### src/rtl/bytecode_operand_rebaser_unit_assert.svh
// Assertion helpers shared by the rebaser modules.
`ifndef BYTECODE_OPERAND_REBASER_UNIT_ASSERT_SVH
`define BYTECODE_OPERAND_REBASER_UNIT_ASSERT_SVH

// Same-cycle implication, idle during reset.
`define BOR_ASSERT_IMPLY(lbl, clk, rst_n, ante, cons, msg) \
    lbl: assert property (@(posedge clk) disable iff (!rst_n) (ante) |-> (cons)) \
        else $error(msg);

// Next-cycle implication, idle during reset.
`define BOR_ASSERT_NEXT(lbl, clk, rst_n, ante, cons, msg) \
    lbl: assert property (@(posedge clk) disable iff (!rst_n) (ante) |=> (cons)) \
        else $error(msg);

`endif

### src/rtl/bor_pkg.sv
package bor_pkg;

    // First opcode value that is not in the instruction set
    localparam logic [7:0] OPCODE_LIMIT = 8'd57;

    // Opcodes whose operands get special treatment
    localparam logic [5:0] OP_SYMBOL     = 6'd5;
    localparam logic [5:0] OP_STRING     = 6'd6;
    localparam logic [5:0] OP_JUMP       = 6'd26;
    localparam logic [5:0] OP_BRANCH     = 6'd27;
    localparam logic [5:0] OP_FN_CAPTURE = 6'd30;
    localparam logic [5:0] OP_LAUNCH     = 6'd34;
    localparam logic [5:0] OP_LAUNCH_LNK = 6'd35;
    localparam logic [5:0] OP_NAME_GET   = 6'd46;
    localparam logic [5:0] OP_LOOP       = 6'd49;
    localparam logic [5:0] OP_NAME_CALL  = 6'd56;

    // Configuration register indexes
    localparam logic CFG_CODE_BASE = 1'b0;
    localparam logic CFG_FN_BASE   = 1'b1;

    typedef enum logic [2:0] {
        PH_OPCODE  = 3'd0,
        PH_SKIP    = 3'd1,
        PH_OPERAND = 3'd2,
        PH_COUNT   = 3'd3,
        PH_STOPPED = 3'd4
    } t_phase;

    typedef enum logic [1:0] {
        ST_OK        = 2'd0,
        ST_BAD_OP    = 2'd1,
        ST_SYM_RANGE = 2'd2,
        ST_TRUNC     = 2'd3
    } t_status;

    // One group of 1..4 result bytes produced by one code byte
    typedef struct packed {
        logic        vld;
        logic [1:0]  last;       // index of last byte in word
        logic [31:0] word;       // bytes, little-endian order
        t_status     status;
        logic        stream_end;
        logic        sym_hit;    // word is replaced by the symbol map entry
    } t_emit;

    // Instruction length in bytes, zero for variable-length forms
    function automatic logic [3:0] len_of(input logic [5:0] op);
        logic [3:0] len;
        unique case (op) inside
            6'd3:                                   len = 4'd2;
            6'd4, 6'd45:                            len = 4'd9;
            OP_SYMBOL, 6'd7, 6'd8, OP_JUMP, OP_BRANCH, 6'd31, 6'd32,
            OP_LAUNCH, OP_LAUNCH_LNK, OP_NAME_GET, OP_LOOP, 6'd55:
                                                    len = 4'd5;
            OP_STRING, OP_FN_CAPTURE:               len = 4'd0;
            6'd54, OP_NAME_CALL:                    len = 4'd6;
            default:                                len = 4'd1;
        endcase
        return len;
    endfunction

    function automatic logic is_sym_op(input logic [5:0] op);
        return (op == OP_SYMBOL) || (op == OP_NAME_GET) || (op == OP_NAME_CALL);
    endfunction

    function automatic logic is_jump_op(input logic [5:0] op);
        return (op == OP_JUMP) || (op == OP_BRANCH) || (op == OP_LOOP);
    endfunction

    function automatic logic is_spawn_op(input logic [5:0] op);
        return (op == OP_LAUNCH) || (op == OP_LAUNCH_LNK);
    endfunction

endpackage

### src/rtl/bor_out.sv
`include "bytecode_operand_rebaser_unit_assert.svh"

module bor_out import bor_pkg::*; (
    input  logic        i_clk,
    input  logic        i_rst_n,
    input  logic        i_load,
    input  t_emit       i_emit,
    input  logic [30:0] i_rdata,
    input  logic        i_out_ready,
    output logic        o_take,
    output logic        o_out_valid,
    output logic [7:0]  o_out_byte,
    output logic        o_run_last,
    output logic        o_stream_end,
    output logic [1:0]  o_status
);

    // s1 holds a group alongside its symbol map read; s2 sends one byte per cycle while i_out_ready is high
    t_emit       r_s1;
    logic        r_s1_valid;
    logic [31:0] r_s2_word;
    logic [1:0]  r_s2_last;
    logic [1:0]  r_s2_idx;
    t_status     r_s2_status;
    logic        r_s2_end;
    logic        r_s2_valid;

    logic s2_done;
    logic s2_free;
    logic s1_move;

    assign s2_done = r_s2_valid && i_out_ready && (r_s2_idx == r_s2_last);
    assign s2_free = !r_s2_valid || s2_done;
    assign s1_move = r_s1_valid && s2_free;
    assign o_take  = !r_s1_valid || s1_move;

    always_ff @(posedge i_clk) begin
        if (!i_rst_n) begin
            r_s1_valid <= 1'b0;
            r_s2_valid <= 1'b0;
            r_s2_idx   <= '0;
        end else begin
            if (i_load && i_emit.vld) begin
                r_s1_valid <= 1'b1;
            end else if (s1_move) begin
                r_s1_valid <= 1'b0;
            end
            if (s1_move) begin
                r_s2_valid <= 1'b1;
                r_s2_idx   <= '0;
            end else if (s2_done) begin
                r_s2_valid <= 1'b0;
            end else if (r_s2_valid && i_out_ready) begin
                r_s2_idx <= r_s2_idx + 2'd1;
            end
        end
    end

    always_ff @(posedge i_clk) begin
        if (i_load && i_emit.vld) begin
            r_s1 <= i_emit;
        end
        if (s1_move) begin
            r_s2_word   <= r_s1.sym_hit ? {1'b0, i_rdata} : r_s1.word;
            r_s2_last   <= r_s1.last;
            r_s2_status <= r_s1.status;
            r_s2_end    <= r_s1.stream_end;
        end
    end

    assign o_out_valid  = r_s2_valid;
    assign o_out_byte   = 8'(r_s2_word >> {r_s2_idx, 3'b000});
    assign o_run_last   = (r_s2_idx == r_s2_last);
    assign o_stream_end = r_s2_end;
    assign o_status     = r_s2_status;

    `BOR_ASSERT_IMPLY(a_idx_range, i_clk, i_rst_n, r_s2_valid, r_s2_idx <= r_s2_last, "byte index past end of group")
    `BOR_ASSERT_NEXT(a_s1_hold, i_clk, i_rst_n, r_s1_valid && !s2_free, r_s1_valid && $stable(r_s1.word), "stalled group lost or changed")

endmodule

### config.mk
export PLATFORM = sky130hd
export DESIGN_NAME = bor_out
export DESIGN_NICKNAME = d
export VERILOG_FILES = /design/src/rtl/bor_pkg.sv /design/src/rtl/bor_out.sv
export VERILOG_INCLUDE_DIRS = /design/src /design/src/rtl
export SDC_FILE = /design/constraint.sdc
export NUM_CORES = 1
export LEC_CHECK = 0
export ABC_AREA = 1
export CELL_PAD_IN_SITES_DETAIL_PLACEMENT = 0
export CELL_PAD_IN_SITES_GLOBAL_PLACEMENT = 2
export CORE_UTILIZATION = 30
export CTS_BUF_LIST = sky130_fd_sc_hd__clkbuf_2 sky130_fd_sc_hd__clkbuf_4 sky130_fd_sc_hd__clkbuf_8
export CTS_CLUSTER_DIAMETER = 200
export CTS_CLUSTER_SIZE = 30
export DETAILED_ROUTE_END_ITERATION = 8
export DONT_BUFFER_PORTS = 1
export PLACE_DENSITY = 0.6
export SLEW_MARGIN = 20
export SYNTH_ARGS = -nofsm -noshare
export SYNTH_HDL_FRONTEND = slang
export SYNTH_SLANG_ARGS = --single-unit
### constraint.sdc
create_clock -name i_clk -period 1.9 [get_ports i_clk]
set_clock_uncertainty 0.1 [all_clocks]
set_input_delay 0.285 -clock i_clk [delete_from_list [all_inputs] [get_ports i_clk]]
set_output_delay 0.285 -clock i_clk [all_outputs]
set_load 0.1 [all_outputs]
# ---- Word-level counts from Yosys, hierarchy flattened
# Cells that the tools add are included.
dict set report classes {
  bitwise 2
  n_mux 5
  n_addsub 1
  n_eq_ne 1
  n_shift 1
  n_reduce_logical 12
}
# operator count
set ops {}
lappend ops {{$shr 32x5->8} 1}
lappend ops {{$mux 31} 1}
lappend ops {{$logic_and 1x1->1} 4}
lappend ops {{$mux 1} 4}
lappend ops {{$reduce_bool 2->1} 2}
lappend ops {{$add 2x1->2 const B} 1}
lappend ops {{$eq 2x2->1} 1}
lappend ops {{$logic_not 1->1} 2}
lappend ops {{$logic_or 1x1->1} 2}
lappend ops {{$not 1->1} 2}
lappend ops {{$reduce_and 2->1} 1}
lappend ops {{$reduce_or 2->1} 1}
dict set report totals {
  out_inout_bits 14
  register_bits 79
  in_bits 74
  elab_cells 35
}

# ---- Longest topological paths before layout
dict set report depth {
  word_depth 6
  depth_mapped 9
  ltp_nobuf 9
}

# ---- Worst setup path after synthesis
# No wires, ideal clock.
dict set report synth_timing {
  path_kind {register -> register}
  start {register r_s2_valid, in the netlist o_out_valid}
  end {register r_s1_valid}
  synth_period_minus_slack_ns 2.544
  path_stages_with_launch 3
  path_buffers 0
  setup_ns 0.090
  slack_ns -0.644
  arrival_time_ns 2.355
  t_required_ns 1.710
  cell_sequence {dfxtp_1 -> nand3_1 -> a21oi_1}
}
dict set report synth_via {
  elab_chain_len 5
  word_cells_on_any_way 6
  cone_classes {reduce/logical (6)}
}
# item line_no
set synth_rtl {}
lappend synth_rtl {{from (decl)} bor_out.sv:26} ;# logic r_s2_valid;
lappend synth_rtl {{from (signal assigned)} bor_out.sv:40} ;# r_s2_valid <= 1'b0;
lappend synth_rtl {{from (signal assigned)} bor_out.sv:49} ;# r_s2_valid <= 1'b1;
lappend synth_rtl {{from (signal assigned)} bor_out.sv:52} ;# r_s2_valid <= 1'b0;
lappend synth_rtl {{$logic_and 1x1->1 (2 in a row)} bor_out.sv:32} ;# assign s2_done = r_s2_valid && i_out_ready && (r_s2_idx == r_s2_last);
lappend synth_rtl {{$logic_or 1x1->1 (*)} bor_out.sv:33} ;# assign s2_free = !r_s2_valid || s2_done;
lappend synth_rtl {{$logic_and 1x1->1 (*)} bor_out.sv:34} ;# assign s1_move = r_s1_valid && s2_free;
lappend synth_rtl {{$reduce_bool 2->1 (no line) (*)} n/a}
lappend synth_rtl {{to (signal assigned)} bor_out.sv:39} ;# r_s1_valid <= 1'b0;
lappend synth_rtl {{to (signal assigned)} bor_out.sv:44} ;# r_s1_valid <= 1'b1;
lappend synth_rtl {{to (signal assigned)} bor_out.sv:46} ;# r_s1_valid <= 1'b0;
lappend synth_rtl {{to (decl)} bor_out.sv:20} ;# logic r_s1_valid;
# Every way passes the cells marked *; elsewhere a longest branch is shown, timed or not.
# A chain may end at the register's enable or synchronous reset.

# ---- Worst setup path in the final report
dict set report layout_timing {
  start {register r_s2_idx[0]}
  end {output o_out_byte[0]}
}
dict set report layout_via {
  elab_chain_len 1
}
# item line_no
set layout_rtl {}
lappend layout_rtl {{from (decl)} bor_out.sv:23} ;# logic [1:0] r_s2_idx;
lappend layout_rtl {{from (signal assigned)} bor_out.sv:54} ;# r_s2_idx <= r_s2_idx + 2'd1;
lappend layout_rtl {{$shr 32x5->8} bor_out.sv:72} ;# assign o_out_byte = 8'(r_s2_word >> {r_s2_idx, 3'b000});
lappend layout_rtl {{to (decl)} bor_out.sv:12} ;# output logic [7:0] o_out_byte,
# Every way passes these cells.

==> impl_metrics.yaml <==
die:
  dieArea_sq_um: 10850
  initial_core_util: 0.3146
  core_sq_um: 9955
  io_pins: 88
  die_w_microns: 104.2
  rows: 36
  die_h_microns: 104.2
synth:
  synth_fp_nets: 271
  netlist.area_leader.share: 0.7191
  synth_top_cell_by_area: "edfxtp_1"
  synth_warnings: 0
  synth.most_common_cell: "edfxtp_1"
  synth_cell_types: 21
  netlist_area_sq_um: 3132
  ys.flop_type: "edfxtp_1"
  async_reset_ff_frac: 0
  synth-edff-count: 75
  syn_area_per_cell_sq_um: 15.90
  synth_common_cells: "edfxtp_1 (75), mux2_2 (29), nor2_1 (18)"
  synth_cells: 197
  ys_top_cells_by_area: "edfxtp_1 (72%), mux2_2 (10%), dfxtp_1 (2.6%)"
  ys_ff_latch: 79
  ys_seq_area_frac: 0.7447
grt:
  grt_usage: 0.1282
  grt_pass1_vias: 1904
  grt_max_degree: 33
  antenna_found_initial: 0
  grt_remaining_overflow: 0
  grt_pass1_wl_microns: 10180
detailed_routing:
  ant_nets: 0
  drt-vias-per-instance: 4.447
  drtPass1Iterations: 4
  drtIter0Drc: 47
  drt-total-wl_microns: 6399
  wl_per_cell_microns: 15.88
  post-route-drc-count: 0
  vias: 1792
critical_path:
  crit_path_top_delay_cell: "dfxtp_4"
  worstReg2RegStart: "r_s2_last[0]"
  cp.arrival_ns: 1.44
  path_class: "reg -> out"
  cp.buffers_inverters: 2
  worst_setup_path_end_kind: "output pin"
  worstSetupStartpointType: "flip-flop"
  cp_top_family: "flip-flops"
  rr_worst_depth: 8
  slowest_delay_ns: 0.40
  critPathRequiredTime_ns: 1.51
  r2r-end: "r_s2_word[5]"
  ff2ff_setup_slack_ns: 0.18
  cp_cell_sequence: "buf_8 > o21ai_0 > o22ai_2 > buf_12"
  critical_path.max_fanout: 12
pwr:
  power.leakage_uw: 0.001515
  irDropWorstVdd_mv: 0.6232
  p_per_area_nw_per_um2: 856.4
place:
  place.gp.congestion: 0.7059
  dpl.hpwl_microns: 4210
  io_buffers: 0
  post-place-ws_ns: 0.1140
  dpl.cell_count: 346
  placed_area_sq_um: 3637
cts:
  cts_root_buf: "clkbuf_8"
  htree_num_levels: 3
  clock-sinks: 79
  cts_made_buffers: 9
  cts_tree: "yes"
  clock_latency_ns: 0.35
  cts_buffer_depth: 2
  clk_pin_slew_ns: 0.08
finish:
  syn_to_final_growth_pct: 36.48
  multi_input_comb_area_sq_um: 777.0
  final-seq-area_sq_um: 2338
  final_area_sq_um: 4274
  instances_no_fill: 403
  drive_gt1_frac: 0.3519
  fin_util: 0.4294
  diodes: 0
  fin_nets: 340
  fillers: 933
sta:
  min_period_ns: 1.821
  fmax_mhz: 549.1
  fin_ws_ns: 0.07883
  setup_viol: 0
  relSlewSlack: 0.7875
  hold_viol: 0
  fin_setup_tns_ns: 0
  worst_slew_pin_slew_ns: 0.3188
  slew_violations: 0
  rsz0062_at_grt: "yes"
  finalCritPeriodShare: 0.9585
hold_path:
  holdCritStartpoint: "i_emit[38]"
  min_path_cells: 2
  min_path_type: "in -> reg"
  holdPathEnd: "r_s1_valid"
outcome:
  status: "complete, no violations"
run:
  drv_cap: 0
-- final cells by class --
type,instances,area share
clock buffers,9,0.02898
clock inverters,6,0.01405
inverters,12,0.01259
multi-input cells,98,0.1818
flip-flops and latches,79,0.5471
well taps,133,0.03893
repair buffers,66,0.1765
-- layer usage --
layer | track usage | routed length (microns) | vias to the layer above
li1 | - | - | 859
met1 | 0.1426 | 2611 | 864
met2 | 0.2124 | 3214 | 62
met3 | 0.06078 | 485 | 7
met4 | 0.04898 | 87 | 0
met5 | 0 | 0 | -
-- state kept, by name, indices dropped and copies added (netlist names) --
register,flops
r_s2_last,2
o_out_valid,1
o_stream_end,1
r_s1,38
r_s2_idx,2
r_s2_word,32
r_s1_valid,1
o_status,2
-- how the worst max path moves through the flow --
stage / startpoint / endpoint / slack (ns) / cells after the start
2_1_floorplan: o_out_valid / o_status[0] / 0.003 / 3
3_3_place_gp: r_s2_idx[0] / o_out_byte[4] / 0.14 / 5
3_5_place_dp: r_s2_idx[0] / o_out_byte[4] / 0.11 / 5
4_1_cts: r_s2_last[0] / o_take / 0.03 / 6
5_1_grt: r_s2_idx[0] / o_out_byte[1] / -0.01 / 4
6_report: r_s2_idx[0] / o_out_byte[0] / 0.08 / 4
-- through the flow --
stage,hold WS [ns],total power [uW]
finish,0.02423,3660
global route,0.02038,3804
CTS,0.02155,3704
detailed placement,0.2839,2430
global placement,0.2839,2429
floorplan,0.2839,2318
-- power by group --
part / switching, uW / total (uW) / internal [uW]
combinational: 228 / 417 / 190
clock: 609 / 1200 / 595
sequential: 27.2 / 2040 / 2010
total: 864 / 3660 / 2800
-- repair_timing --
action / in CTS / in global routing
hold endpoints to repair: 42 / 0
gates cloned: 1 / 0
buffers inserted: 1 / 1
hold buffers: 39 / 0
endpoints found under the setup margin: 10 / 7
resized for setup: 10 / 9
pin swaps: 1 / 1
-- logic make-up after synthesis --
group	share of synthesized area
flip-flops	0.7447
AND/OR/NAND/NOR	0.06312
multiplexers	0.1115
AO/OA/AOI/OAI	0.04475
buffers and inverters	0.03316
XOR/XNOR	0.002797
-- placed cells by master (no fill, tap or decap), types with 2 or more instances in the layout --
cell and n:
edfxtp_1 75, nand3_4 2, o22ai_2 7, nor2_1 18, mux2_2 29, buf_12 12, buf_4 13, a21oi_1 2
dlygate4sd3_1 39, o21ai_1 6, o21ai_0 9, nand3_1 2, nand2_4 3, nand2_2 5, inv_6 2, mux2_1 2
clkinv_1 3, clkbuf_8 9, dfxtp_2 2, inv_1 8, nand2_1 9
(Power assumes the default switching activity.)
