## config.mk

```make
export PLATFORM = sky130hd
export DESIGN_NAME = bor_scan
export DESIGN_NICKNAME = d
export VERILOG_FILES = /design/src/rtl/bor_pkg.sv /design/src/rtl/bor_scan.sv
export VERILOG_INCLUDE_DIRS = /design/src /design/src/rtl
export SDC_FILE = /design/constraint.sdc
export NUM_CORES = 1
export LEC_CHECK = 0
export BUFFER_PORTS_ARGS = -buffer_cell sky130_fd_sc_hd__buf_4
export CAP_MARGIN = 40
export CELL_PAD_IN_SITES_DETAIL_PLACEMENT = 0
export CELL_PAD_IN_SITES_GLOBAL_PLACEMENT = 2
export CORE_UTILIZATION = 31
export CTS_CLUSTER_SIZE = 8
export DETAILED_ROUTE_END_ITERATION = 8
export GPL_ROUTABILITY_DRIVEN = 0
export GPL_TIMING_DRIVEN = 0
export PLACE_DENSITY_LB_ADDON = 0.08
export SYNTH_ARGS = -nofsm -noshare
export SYNTH_HDL_FRONTEND = slang
export SYNTH_SLANG_ARGS = --single-unit
```

## constraint.sdc

```tcl
create_clock -name i_clk -period 4.8 [get_ports i_clk]
set_input_delay 0.96 -clock i_clk [delete_from_list [all_inputs] [get_ports i_clk]]
set_output_delay 0.96 -clock i_clk [all_outputs]
set_load 0.02 [all_outputs]
```

## src/rtl/bytecode_operand_rebaser_unit_assert.svh

```systemverilog
// Assertion helpers shared by the rebaser modules.
`ifndef BYTECODE_OPERAND_REBASER_UNIT_ASSERT_SVH
`define BYTECODE_OPERAND_REBASER_UNIT_ASSERT_SVH

// Same-cycle implication, idle during reset.
`define BOR_ASSERT_IMPLY(lbl, clk, rst_n, ante, cons, msg) \
    lbl: assert property (@(posedge clk) disable iff (!rst_n) (ante) |-> (cons)) \
        else $error(msg);

// Next-cycle implication, idle during reset.
`define BOR_ASSERT_NEXT(lbl, clk, rst_n, ante, cons, msg) \
    lbl: assert property (@(posedge clk) disable iff (!rst_n) (ante) |=> (cons)) \
        else $error(msg);

`endif

```

## src/rtl/bor_pkg.sv

```systemverilog
package bor_pkg;

    // First opcode value that is not in the instruction set
    localparam logic [7:0] OPCODE_LIMIT = 8'd57;

    // Opcodes whose operands get special treatment
    localparam logic [5:0] OP_SYMBOL     = 6'd5;
    localparam logic [5:0] OP_STRING     = 6'd6;
    localparam logic [5:0] OP_JUMP       = 6'd26;
    localparam logic [5:0] OP_BRANCH     = 6'd27;
    localparam logic [5:0] OP_FN_CAPTURE = 6'd30;
    localparam logic [5:0] OP_LAUNCH     = 6'd34;
    localparam logic [5:0] OP_LAUNCH_LNK = 6'd35;
    localparam logic [5:0] OP_NAME_GET   = 6'd46;
    localparam logic [5:0] OP_LOOP       = 6'd49;
    localparam logic [5:0] OP_NAME_CALL  = 6'd56;

    // Configuration register indexes
    localparam logic CFG_CODE_BASE = 1'b0;
    localparam logic CFG_FN_BASE   = 1'b1;

    typedef enum logic [2:0] {
        PH_OPCODE  = 3'd0,
        PH_SKIP    = 3'd1,
        PH_OPERAND = 3'd2,
        PH_COUNT   = 3'd3,
        PH_STOPPED = 3'd4
    } t_phase;

    typedef enum logic [1:0] {
        ST_OK        = 2'd0,
        ST_BAD_OP    = 2'd1,
        ST_SYM_RANGE = 2'd2,
        ST_TRUNC     = 2'd3
    } t_status;

    // One group of 1..4 result bytes produced by one code byte
    typedef struct packed {
        logic        vld;
        logic [1:0]  last;       // index of last byte in word
        logic [31:0] word;       // bytes, little-endian order
        t_status     status;
        logic        stream_end;
        logic        sym_hit;    // word is replaced by the symbol map entry
    } t_emit;

    // Instruction length in bytes, zero for variable-length forms
    function automatic logic [3:0] len_of(input logic [5:0] op);
        logic [3:0] len;
        unique case (op) inside
            6'd3:                                   len = 4'd2;
            6'd4, 6'd45:                            len = 4'd9;
            OP_SYMBOL, 6'd7, 6'd8, OP_JUMP, OP_BRANCH, 6'd31, 6'd32,
            OP_LAUNCH, OP_LAUNCH_LNK, OP_NAME_GET, OP_LOOP, 6'd55:
                                                    len = 4'd5;
            OP_STRING, OP_FN_CAPTURE:               len = 4'd0;
            6'd54, OP_NAME_CALL:                    len = 4'd6;
            default:                                len = 4'd1;
        endcase
        return len;
    endfunction

    function automatic logic is_sym_op(input logic [5:0] op);
        return (op == OP_SYMBOL) || (op == OP_NAME_GET) || (op == OP_NAME_CALL);
    endfunction

    function automatic logic is_jump_op(input logic [5:0] op);
        return (op == OP_JUMP) || (op == OP_BRANCH) || (op == OP_LOOP);
    endfunction

    function automatic logic is_spawn_op(input logic [5:0] op);
        return (op == OP_LAUNCH) || (op == OP_LAUNCH_LNK);
    endfunction

endpackage

```

## src/rtl/bor_scan.sv

```systemverilog
`include "bytecode_operand_rebaser_unit_assert.svh"

module bor_scan import bor_pkg::*; #(
    parameter int SYMBOL_ENTRIES = 1024
) (
    input  logic        i_clk,
    input  logic        i_rst_n,
    input  logic        i_accept,
    input  logic        i_action,
    input  logic [7:0]  i_code_byte,
    input  logic        i_final_byte,
    input  logic [30:0] i_code_base,
    input  logic [30:0] i_fn_base,
    output t_emit       o_emit
);

    t_phase      r_phase, n_phase;
    logic [5:0]  r_opcode, n_opcode;
    logic [31:0] r_buf, n_buf;
    logic [1:0]  r_cnt, n_cnt;
    logic [33:0] r_skip, n_skip;

    logic        code_act;
    logic [5:0]  op_in;
    logic        op_ok;
    logic [3:0]  byte_len;
    logic        direct;
    logic [31:0] w;
    logic        word_done;
    logic        sym_ok;
    logic [33:0] fin_skip;
    logic        fin_to_count;
    logic [31:0] jump_sum, fn_sum;

    assign code_act  = i_accept && i_action;
    assign op_in     = i_code_byte[5:0];
    assign op_ok     = i_code_byte < OPCODE_LIMIT;
    assign byte_len  = len_of(op_in);
    assign direct    = (byte_len == 4'd0) || is_sym_op(op_in) || is_jump_op(op_in)
                       || is_spawn_op(op_in);
    // operand word with the current byte merged at its lane
    assign w         = r_buf | (32'(i_code_byte) << {r_cnt, 3'b000});
    assign word_done = (r_cnt == 2'd3);
    assign sym_ok    = !w[31] && (w < 32'(SYMBOL_ENTRIES));
    assign jump_sum  = w + {1'b0, i_code_base};
    assign fn_sum    = w + {1'b0, i_fn_base};

    // skip length left after a completed operand
    always_comb begin
        fin_skip     = '0;
        fin_to_count = 1'b0;
        if (r_phase == PH_COUNT) begin
            fin_skip = w[31] ? 34'd0 : {w, 2'b00};
        end else if (is_sym_op(r_opcode)) begin
            fin_skip = (r_opcode == OP_NAME_CALL) ? 34'd1 : 34'd0;
        end else if (is_jump_op(r_opcode) || is_spawn_op(r_opcode)) begin
            fin_skip = '0;
        end else if (r_opcode == OP_FN_CAPTURE) begin
            fin_to_count = 1'b1;
        end else begin
            fin_skip = w[31] ? 34'd0 : 34'(w);
        end
    end

    // next state
    always_comb begin
        n_phase  = r_phase;
        n_opcode = r_opcode;
        n_buf    = r_buf;
        n_cnt    = r_cnt;
        n_skip   = r_skip;
        if (code_act) begin
            unique case (r_phase)
                PH_OPCODE: begin
                    if (!op_ok) begin
                        n_phase = PH_STOPPED;
                    end else begin
                        n_opcode = op_in;
                        if (direct) begin
                            n_phase = PH_OPERAND;
                            n_buf   = '0;
                            n_cnt   = '0;
                        end else begin
                            n_skip  = 34'(byte_len) - 34'd1;
                            n_phase = (byte_len == 4'd1) ? PH_OPCODE : PH_SKIP;
                        end
                    end
                end
                PH_SKIP: begin
                    if (r_skip <= 34'd1) begin
                        n_skip  = '0;
                        n_phase = PH_OPCODE;
                    end else begin
                        n_skip = r_skip - 34'd1;
                    end
                end
                PH_OPERAND, PH_COUNT: begin
                    n_buf = w;
                    if (word_done) begin
                        n_buf  = '0;
                        n_cnt  = '0;
                        n_skip = fin_skip;
                        if (fin_to_count) begin
                            n_phase = PH_COUNT;
                        end else begin
                            n_phase = (fin_skip != '0) ? PH_SKIP : PH_OPCODE;
                        end
                    end else if (!i_final_byte) begin
                        n_cnt = r_cnt + 2'd1;
                    end
                end
                PH_STOPPED: begin
                    n_phase = PH_STOPPED;
                end
                default: begin
                    n_phase = PH_OPCODE;
                end
            endcase
            if (i_final_byte) begin
                n_phase  = PH_OPCODE;
                n_opcode = '0;
                n_buf    = '0;
                n_cnt    = '0;
                n_skip   = '0;
            end
        end
    end

    // result group for this byte
    always_comb begin
        o_emit            = '0;
        o_emit.stream_end = i_final_byte;
        o_emit.status     = ST_OK;
        o_emit.word       = 32'(i_code_byte);
        unique case (r_phase)
            PH_OPCODE: begin
                o_emit.vld    = code_act;
                o_emit.status = op_ok ? ST_OK : ST_BAD_OP;
            end
            PH_SKIP: begin
                o_emit.vld = code_act;
            end
            PH_OPERAND, PH_COUNT: begin
                o_emit.word = w;
                if (word_done) begin
                    o_emit.vld  = code_act;
                    o_emit.last = 2'd3;
                    if (r_phase == PH_COUNT) begin
                        o_emit.word = w;
                    end else if (is_sym_op(r_opcode)) begin
                        o_emit.status  = sym_ok ? ST_OK : ST_SYM_RANGE;
                        o_emit.sym_hit = sym_ok;
                    end else if (is_jump_op(r_opcode)) begin
                        o_emit.word = jump_sum;
                    end else if (is_spawn_op(r_opcode) || r_opcode == OP_FN_CAPTURE) begin
                        o_emit.word = fn_sum;
                    end
                end else if (i_final_byte) begin
                    // section ends mid-operand: flush held bytes as they came
                    o_emit.vld    = code_act;
                    o_emit.last   = r_cnt;
                    o_emit.status = ST_TRUNC;
                end
            end
            PH_STOPPED: begin
                o_emit.vld    = code_act;
                o_emit.status = ST_BAD_OP;
            end
            default: begin
                o_emit.vld = 1'b0;
            end
        endcase
    end

    always_ff @(posedge i_clk) begin
        if (!i_rst_n) begin
            r_phase  <= PH_OPCODE;
            r_opcode <= '0;
            r_buf    <= '0;
            r_cnt    <= '0;
            r_skip   <= '0;
        end else begin
            r_phase  <= n_phase;
            r_opcode <= n_opcode;
            r_buf    <= n_buf;
            r_cnt    <= n_cnt;
            r_skip   <= n_skip;
        end
    end

    `BOR_ASSERT_IMPLY(a_skip_nonzero, i_clk, i_rst_n, r_phase == PH_SKIP,
                      r_skip != '0, "skip phase with zero count")
    `BOR_ASSERT_IMPLY(a_cnt_phase, i_clk, i_rst_n, r_cnt != 2'd0,
                      r_phase == PH_OPERAND || r_phase == PH_COUNT,
                      "operand bytes held outside operand phase")
    `BOR_ASSERT_NEXT(a_final_clears, i_clk, i_rst_n, code_act && i_final_byte,
                     r_phase == PH_OPCODE && r_cnt == 2'd0 && r_buf == '0,
                     "scan state not cleared after section end")

endmodule

```

# After elaboration in Yosys (flattened, before gate mapping)
# Index checks and enable logic that the tools add are counted.
dict set report word_totals {
  register_bits 77
  output_inout_bits 39
}
dict set report classes {
  bitwise 1
  n_lt_le_gt_ge 3
  n_mux 60
  reduce_logical 35
  n_eq_ne 39
  n_shift 1
  add_sub_neg 5
}
# operator n
set op_table {}
lappend op_table {{$mux 32} 9}
lappend op_table {{$mux 34} 6}
lappend op_table {{$mux 31} 4}
lappend op_table {{$pmux 34 s3} 1}
lappend op_table {{$eq 6x6->1 const B} 14}
lappend op_table {{$mux 33} 2}
lappend op_table {{$add 32x31->32} 2}
lappend op_table {{$pmux 32 s2} 1}
lappend op_table {{$eq 6x5->1 const B} 7}
lappend op_table {{$le 34x1->1 const B} 1}
lappend op_table {{$reduce_bool 34->1} 1}
lappend op_table {{$sub 34x1->34 const B} 1}
lappend op_table {{$lt 32x11->1 const B} 1}
lappend op_table {{$or 32x32->32} 1}
lappend op_table {{$shl 8x5->32} 1}
lappend op_table {{$eq 6x3->1 const B} 5}
lappend op_table {{$mux 2} 11}
lappend op_table {{$pmux 4 s5} 1}
lappend op_table {{$mux 3} 6}
lappend op_table {{$mux 6} 3}
lappend op_table {{$logic_or 1x1->1} 15}
lappend op_table {{$ne 3x3->1 const B} 5}
lappend op_table {{$mux 1} 12}
lappend op_table {{$pmux 3 s4} 1}
lappend op_table {{other kinds (26)} 33}

# Depth between registers and ports, before layout
# Gate-level depths: netlist of run 1.
dict set report depth {
  ltp_word 13
  ltp_mapped 15
  depth_no_buf 14
}

# Worst setup path after synthesis of run 1
# Ideal clock, no wire load.
dict set report synth_path {
  kind {input to output}
  start {input i_code_byte[0]}
  end {output o_emit[31] in the netlist's numbering}
  t_arrival_ns 4.596
  t_required_ns 3.840
  path_stages 13
  path_slack_ns -0.756
  path_cell_list {buf_2 -> buf_1 -> a21oi_1 -> inv_1 -> ha_1 -> and3_1 -> a311o_1 -> nor2_1 -> a21oi_1 -> a211oi_1 -> xnor2_1 -> nor2_1 -> a2111oi_0}
}
# item line
set synth_lines {}
lappend synth_lines {{start: declaration} bor_scan.sv:10} ;# input logic [7:0] i_code_byte,
lappend synth_lines {{end: declaration} bor_scan.sv:14} ;# output t_emit o_emit

==> impl_metrics.py, run 1 <==
metrics = {
    "critical_path": {
        "slowest_stage": "a2111oi_4",
        "crit_path_frequent_cell": "buf_12",
        "slowest_delay_ns": 0.43,
        "cp.arrival_ns": 3.94,
        "startpoint": "i_code_byte[0]",
        "reg2reg_depth": 10,
        "critPathMaxFanout": 5,
        "crit_path_start_kind": "input pin",
        "crit_family": "compound AO/OA/AOI/OAI gates",
        "worstPathRequired_ns": 3.84,
        "crit_buf_inv": 5,
        "r2r_start": "r_phase[1]",
        "worstSetupPathType": "in2out",
        "r2r_setup_slack_ns": 1.42,
        "crit_path_end_kind": "primary output",
        "timing.rr.end": "r_skip[15]",
        "critical_path.cell_chain": "buf_12 > buf_12 > a21oi_4 > inv_4 > ha_4 > nand2_4 > o211ai_1 > o2111ai_2 > a211oi_4 > o41ai_4 > buf_6 > nor2_4 > mux2i_1 > a21oi_2 > a2111oi_4 > buf_4",
    },
    "grt": {
        "grt_max_degree": 24,
        "grt_remaining_overflow": 0,
        "grt_pass1_wl_mm": 61.9,
        "antenna_found_initial": 0,
        "grt_pass1_vias": 10300,
        "grt_usage_pct": 26.4,
    },
    "run": {
        "cap_violations": 0,
    },
    "sta": {
        "hold_viol": 0,
        "relSlewSlack_pct": 39.3,
        "skew_ns": 0.0113,
        "max_freq_mhz": 204,
        "worst_slew_pin_slew_ns": 0.910,
        "setup_viol": 3,
        "setup_ws_ns": -0.0995,
        "rsz0062_at_grt": "yes",
        "fin_crit_ns": 4.90,
        "slew_violations": 0,
        "holdWs_ns": 0.476,
        "period_share_pct": 102,
    },
    "clocking": {
        "cts-root-buf": "clkbuf_16",
        "cts_tree": "built",
        "h-tree-depth": 3,
        "cts_buffers": 9,
        "clock_latency_ns": 0.35,
        "clk_pin_slew_ns": 0.06,
        "cts.path.max_buffers": 2,
        "cts.sinks": 77,
    },
    "routing": {
        "drt_iter0_drc": 844,
        "drtAntennaViolNets": 0,
        "vias": 10800,
        "vias_per_cell": 5.82,
        "routedWlPerCell_um": 22.2,
        "wirelength_mm": 41.1,
        "drcViolationCount": 0,
        "first_pass_iters": 5,
    },
    "logic_synthesis": {
        "seq_area_frac_synth_pct": 16.7,
        "synth_cells": 1282,
        "yosys_warnings": 0,
        "synth_async_sr_flop_share_pct": 0,
        "synth_edf_count": 0,
        "syn_area_per_cell_um2": 7.20,
        "syn-num-nets": 1427,
        "netlist_area_um2": 9230,
        "ys_ff_latch": 77,
        "synth-main-ff-cell": "dfxtp_1",
        "synth_cell_types": 82,
    },
    "layout": {
        "stdcell_area_um2": 12700,
        "diodes": 0,
        "syn2layout_area_growth_pct": 37.4,
        "nets": 1609,
        "layout_common_cells": "buf_4 (176), a21oi_1 (97), nand2_1 (85)",
        "final_util_pct": 43.7,
        "drive_gt1_share_pct": 28.0,
        "layout_commonest_cell": "buf_4",
    },
    "power_and_ir_drop": {
        "pwr_density_cell_nw_per_um2": 172,
        "finalPower_mw": 2.18,
        "internal_power_mw": 1.45,
        "switching_power_mw": 0.728,
        "p_comb_share_pct": 32.6,
        "power_leakage_nw": 5.32,
        "p_sw_share_pct": 33.4,
        "peakVddDrop_mv": 0.147,
        "pwr-share-clk_pct": 37.5,
        "power.share.sequential_pct": 29.9,
    },
    "die": {
        "initial_utilization_pct": 31.8,
        "die-area_um2": 30500,
        "std_cell_rows": 62,
        "chipWidth_um": 175,
        "core_area_um2": 29000,
        "io_pins": 114,
        "die_h_um": 175,
    },
    "placed_design": {
        "io_buffers": 112,
        "hpwl_mm": 31.6,
        "place_area_um2": 10700,
    },
    "status": {
        "status": "complete, but fails checks",
        "violations": "setup timing",
    },
    "worst_hold_path": {
        "worstHoldStart": "r_skip[15]",
        "hp-class": "reg2reg",
        "hold_path_end": "r_skip[15]",
        "hold_depth": 2,
    },
}
-- flip-flops by register name, summed over array words and instances, names as in the netlist --
signal    count
r_buf        32
r_cnt         2
r_opcode      6
r_phase       3
r_skip       34
-- layer usage --
| layer | up-vias | global-route usage (%) | part of all wire (%) |
|---|---|---|---|
| met2 | 320 | 41.3 | 45 |
| met3 | 32 | 4.99 | 6.3 |
| li1 | 5234 | - | - |
| met1 | 5199 | 37.7 | 48 |
| met5 | - | 0 | 0 |
| met4 | 0 | 4.57 | 1.3 |
-- layout make-up --
type	count	area (um2)
fill	3028	16300
buffer	73	377
clock buffer	10	229
inverter	56	228
tap	384	480
timing repair buffer	186	1500
sequential	77	1550
clock inverter	6	111
multi-input combinational	1061	8220
-- worst register-to-register path, stage by stage (launching register included) --
cell and delay, ns:
dfxtp_1 0.32, clkbuf_1 0.36, nand2b_1 0.12, clkbuf_1 0.33, nor2_1 0.55, nor2_1 0.16, o31ai_2 0.48, and2_1 0.27
clkbuf_1 0.54, nand2_1 0.11, o21ai_1 0.09
-- through the flow --
stage               setup TNS, ns  setup WS [ns]  std cells
global route               -0.706         -0.198       1853
CTS                       -0.0385        -0.0280       1823
finish                     -0.154        -0.0995       1853
global placement           -31.05          -1.69       1778
floorplan                  -0.156         -0.118       1282
detailed placement         -28.99          -1.66       1785
-- power by group through the flow --
stage / combinational [mW] / clock (mW) / sequential [mW]
after floorplan: 0.378 / 0 / 0.664
after global placement: 0.585 / 0 / 0.665
after detailed placement: 0.582 / 0 / 0.665
after CTS: 0.660 / 0.830 / 0.651
after global routing: 0.768 / 0.850 / 0.651
final: 0.711 / 0.817 / 0.650
-- Yosys cell counts (all sizes together) (7+ instances only) --
cell | number | area [um2]
or3 | 8 | 50.1
clkbuf | 59 | 221
and2 | 9 | 56.3
xor2 | 24 | 210
and3 | 14 | 87.6
inv | 56 | 210
nand4 | 15 | 93.8
nor2b | 54 | 338
o22ai | 49 | 307
dfxtp | 77 | 1540
a211oi | 15 | 113
o211ai | 12 | 90.1
a21oi | 138 | 691
buf | 29 | 164
or4 | 8 | 60.1
a221oi | 31 | 340
nor3 | 30 | 150
a21o | 51 | 383
nand2 | 87 | 327
o31ai | 14 | 115
xnor2 | 29 | 254
a31oi | 17 | 106
nand3 | 37 | 195
o221ai | 7 | 61.3
nor2 | 83 | 314
a22oi | 39 | 293
a21boi | 9 | 67.6
ha | 68 | 851
o21ai | 80 | 404
nor4 | 15 | 106
nand2b | 22 | 138
o21a | 14 | 105
-- cells by family (layout without fill, tap and decap cells) --
| family | after synthesis | count (layout) | share of synthesized area, % |
|---|---|---|---|
| AO/OA/AOI/OAI | 531 | 531 | 39.0 |
| XOR/XNOR | 53 | 53 | 5.03 |
| adder cells (fa/ha/maj) | 70 | 70 | 9.65 |
| buffers and inverters | 144 | 331 | 6.45 |
| flip-flops | 77 | 77 | 16.7 |
| multiplexers | 4 | 4 | 0.447 |
| AND/OR/NAND/NOR | 403 | 403 | 22.7 |
-- how the worst max path moves through the flow --
stage,endpoint,slack [ns],depth (start not counted)
finish,o_emit[31],-0.1,16
global placement,o_emit[31],-1.69,16
global route,o_emit[31],-0.20,15
floorplan,o_emit[31],-0.12,13
CTS,o_emit[31],-0.03,17
detailed placement,o_emit[31],-1.66,16
-- repair_timing --
| item | CTS | global route |
|---|---|---|
| hold buffers | 0 | 0 |
| endpoints found under the setup margin | 29 | 18 |
| resized for setup | 204 | 68 |
| pin swaps | 53 | 47 |
| buffers inserted | 34 | 33 |
| cloned | 0 | 1 |
Power figures use the tool's default switching activity.
==> run 2, diff against run 1 <==
==> constraint.sdc (replaced) <==
create_clock -name i_clk -period 4 [get_ports i_clk]
set_input_delay 0.8 -clock i_clk [delete_from_list [all_inputs] [get_ports i_clk]]
set_output_delay 0.8 -clock i_clk [all_outputs]
set_load 0.02 [all_outputs]
==> run 2 against run 1 <==
  * Largest power group is now combinational cells
  * Sequential power up 20%
  * Sequential cell count is the same
  * Sequential share of layout area fell by 0.61 points
  * Total power up 16%
  * Critical endpoint unchanged
  * Register-to-register slack worse by 0.56 ns
  * Critical path depth did not move
  * Wire length is 3.7% higher
  * Core utilization is 2.3 points higher
  * Non-clock buffer count rose by 23
  * The run still ends with setup timing left
  * Final cell count up 1.2%
  * Clock power rose by 3.1%
  * Global-route usage is 0.90 points higher
==> impl_metrics.py, run 2 (synthesis gave the netlist of run 1 again) <==
metrics = {
    "clocking": {
        "cts-root-buf": "clkbuf_16",
        "clk_pin_slew_ns": 0.08,
        "clock_latency_ns": 0.36,
        "cts.sinks": 77,
        "h-tree-depth": 3,
        "cts.path.max_buffers": 2,
        "cts_buffers": 9,
        "cts_tree": "built",
        "postCtsHoldBufs": 0,
    },
    "sta": {
        "relSlewSlack_pct": 35.8,
        "setup_viol": 25,
        "period_share_pct": 113,
        "setup_ws_ns": -0.520,
        "skew_ns": 0.0149,
        "holdWs_ns": 0.476,
        "slew_violations": 0,
        "rsz0062_at_grt": "yes",
        "fin_crit_ns": 4.52,
        "max_freq_mhz": 221,
        "hold_viol": 0,
        "worst_slew_pin_slew_ns": 0.964,
    },
    "critical_path": {
        "startpoint": "i_code_byte[3]",
        "timing.rr.end": "r_skip[16]",
        "worstSetupPathType": "in2out",
        "critPathMaxFanout": 6,
        "slowest_delay_ns": 0.37,
        "crit_path_end_kind": "primary output",
        "critical_path.cell_chain": "buf_12 > buf_12 > a21oi_4 > inv_4 > buf_6 > ha_4 > a21o_1 > a21oi_4 > a21oi_4 > nor2_4 > a21oi_4 > a211oi_4 > xnor2_1 > nor2_1 > a2111oi_4 > buf_4",
        "slowest_stage": "a2111oi_4",
        "crit_path_end": "o_emit[31]",
        "reg2reg_depth": 9,
        "cp.arrival_ns": 3.72,
        "worstPathRequired_ns": 3.20,
        "crit_path_start_kind": "input pin",
        "r2r_start": "r_phase[1]",
        "crit_buf_inv": 5,
        "crit_family": "compound AO/OA/AOI/OAI gates",
        "r2r_setup_slack_ns": 0.86,
        "crit_path_frequent_cell": "a21oi_4",
        "path_depth": 16,
    },
    "layout": {
        "top_regs": "r_skip x34, r_buf x32, r_opcode x6",
        "nets": 1632,
        "top_register": "r_skip",
        "layout_common_cells": "buf_4 (189), nand2_1 (84), a21oi_1 (83)",
        "diodes": 0,
        "drive_gt1_share_pct": 33.7,
        "layout_commonest_cell": "buf_4",
        "stdcell_area_um2": 13400,
        "largest_register_ffs": 34,
        "final_util_pct": 46.0,
        "nFillCells": 2967,
        "syn2layout_area_growth_pct": 44.6,
    },
    "placed_design": {
        "io_buffers": 112,
        "place_area_um2": 11200,
        "preCtsSetupSlack_ns": -1.24,
        "hpwl_mm": 31.9,
    },
    "routing": {
        "drtAntennaViolNets": 0,
        "vias": 11000,
        "drt_iter0_drc": 849,
        "routedWlPerCell_um": 22.7,
        "drcViolationCount": 0,
        "wirelength_mm": 42.6,
        "vias_per_cell": 5.85,
        "first_pass_iters": 5,
    },
    "grt": {
        "grt_pass1_vias": 10500,
        "antenna_found_initial": 1,
        "grt_max_degree": 21,
        "grt_remaining_overflow": 0,
        "grt_pass1_wl_mm": 64.0,
        "grt_usage_pct": 27.3,
    },
    "run": {
        "cap_violations": 0,
    },
    "die": {
        "io_pins": 114,
        "die-area_um2": 30500,
        "chipWidth_um": 175,
        "die_h_um": 175,
        "initial_utilization_pct": 31.8,
        "std_cell_rows": 62,
        "core_area_um2": 29000,
    },
    "worst_hold_path": {
        "hp-class": "reg2reg",
        "hold_depth": 2,
    },
    "status": {
        "violations": "setup timing",
        "status": "complete, but fails checks",
    },
    "power_and_ir_drop": {
        "power_leakage_nw": 5.54,
        "peakVddDrop_mv": 0.184,
        "pwr_density_cell_nw_per_um2": 190,
    },
}
run 2: through the flow:
stage / power [mW] / setup TNS [ns] / cells
after floorplan: 1.29 / -0.895 / 1282
after global placement: 1.54 / -23.92 / 1778
after detailed placement: 1.54 / -22.93 / 1785
after CTS: 2.48 / -7.59 / 1849
after global routing: 2.64 / -10.62 / 1876
final: 2.53 / -8.29 / 1876
run 2: layout make-up:
type	instances	area [um2]	share of cell area, %
sequential	77	1550	11.6
multi-input combinational	1061	8700	65.1
buffer	73	430	3.22
clock inverter	7	66.3	0.497
clock buffer	9	225	1.69
tap	384	480	3.60
timing repair buffer	209	1660	12.5
inverter	56	238	1.78
run 2: where the power goes:
| part | internal [mW] | total, mW | switching, mW | leakage, nW |
|---|---|---|---|---|
| clock | 0.438 | 0.842 | 0.404 | 0.144 |
| combinational | 0.387 | 0.911 | 0.524 | 4.77 |
| sequential | 0.772 | 0.780 | 0.00786 | 0.623 |
| total | 1.60 | 2.53 | 0.936 | 5.54 |
run 2: how the worst min path moves through the flow:
stage | endpoint | slack [ns] | start
after CTS | r_skip[12] | 0.47 | r_skip[12]
final | r_skip[12] | 0.48 | r_skip[12]
after floorplan | r_skip[15] | 0.44 | r_skip[15]
after global routing | r_skip[18] | 0.51 | r_skip[18]
after detailed placement | r_skip[12] | 0.46 | r_skip[12]
after global placement | r_skip[12] | 0.46 | r_skip[12]
run 2: worst reg2reg max path, stage by stage (launching register included):
cell,delay [ns]
dfxtp_1,0.32
clkbuf_1,0.33
nand2b_1,0.11
clkbuf_1,0.33
nor2_1,0.54
nor2_1,0.16
o31a_2,0.39
nand3_2,0.13
clkbuf_1,0.51
o22ai_1,0.19
run 2: per-layer routing:
metal	track usage [%]	vias to the layer above	part of all wire, %
li1	-	5262	-
met1	39.1	5316	48
met2	41.7	342	44
met3	4.99	56	6.0
met4	6.99	2	2.0
met5	0	-	0.030
run 2: what timing repair did:
| item | 4_1_cts | 5_1_grt |
|---|---|---|
| gates resized for setup | 198 | 74 |
| endpoints found under the hold margin | 0 | 0 |
| endpoints found under the setup margin | 34 | 43 |
| setup buffers | 62 | 29 |
| cloned | 1 | 0 |
| pin swaps | 95 | 78 |
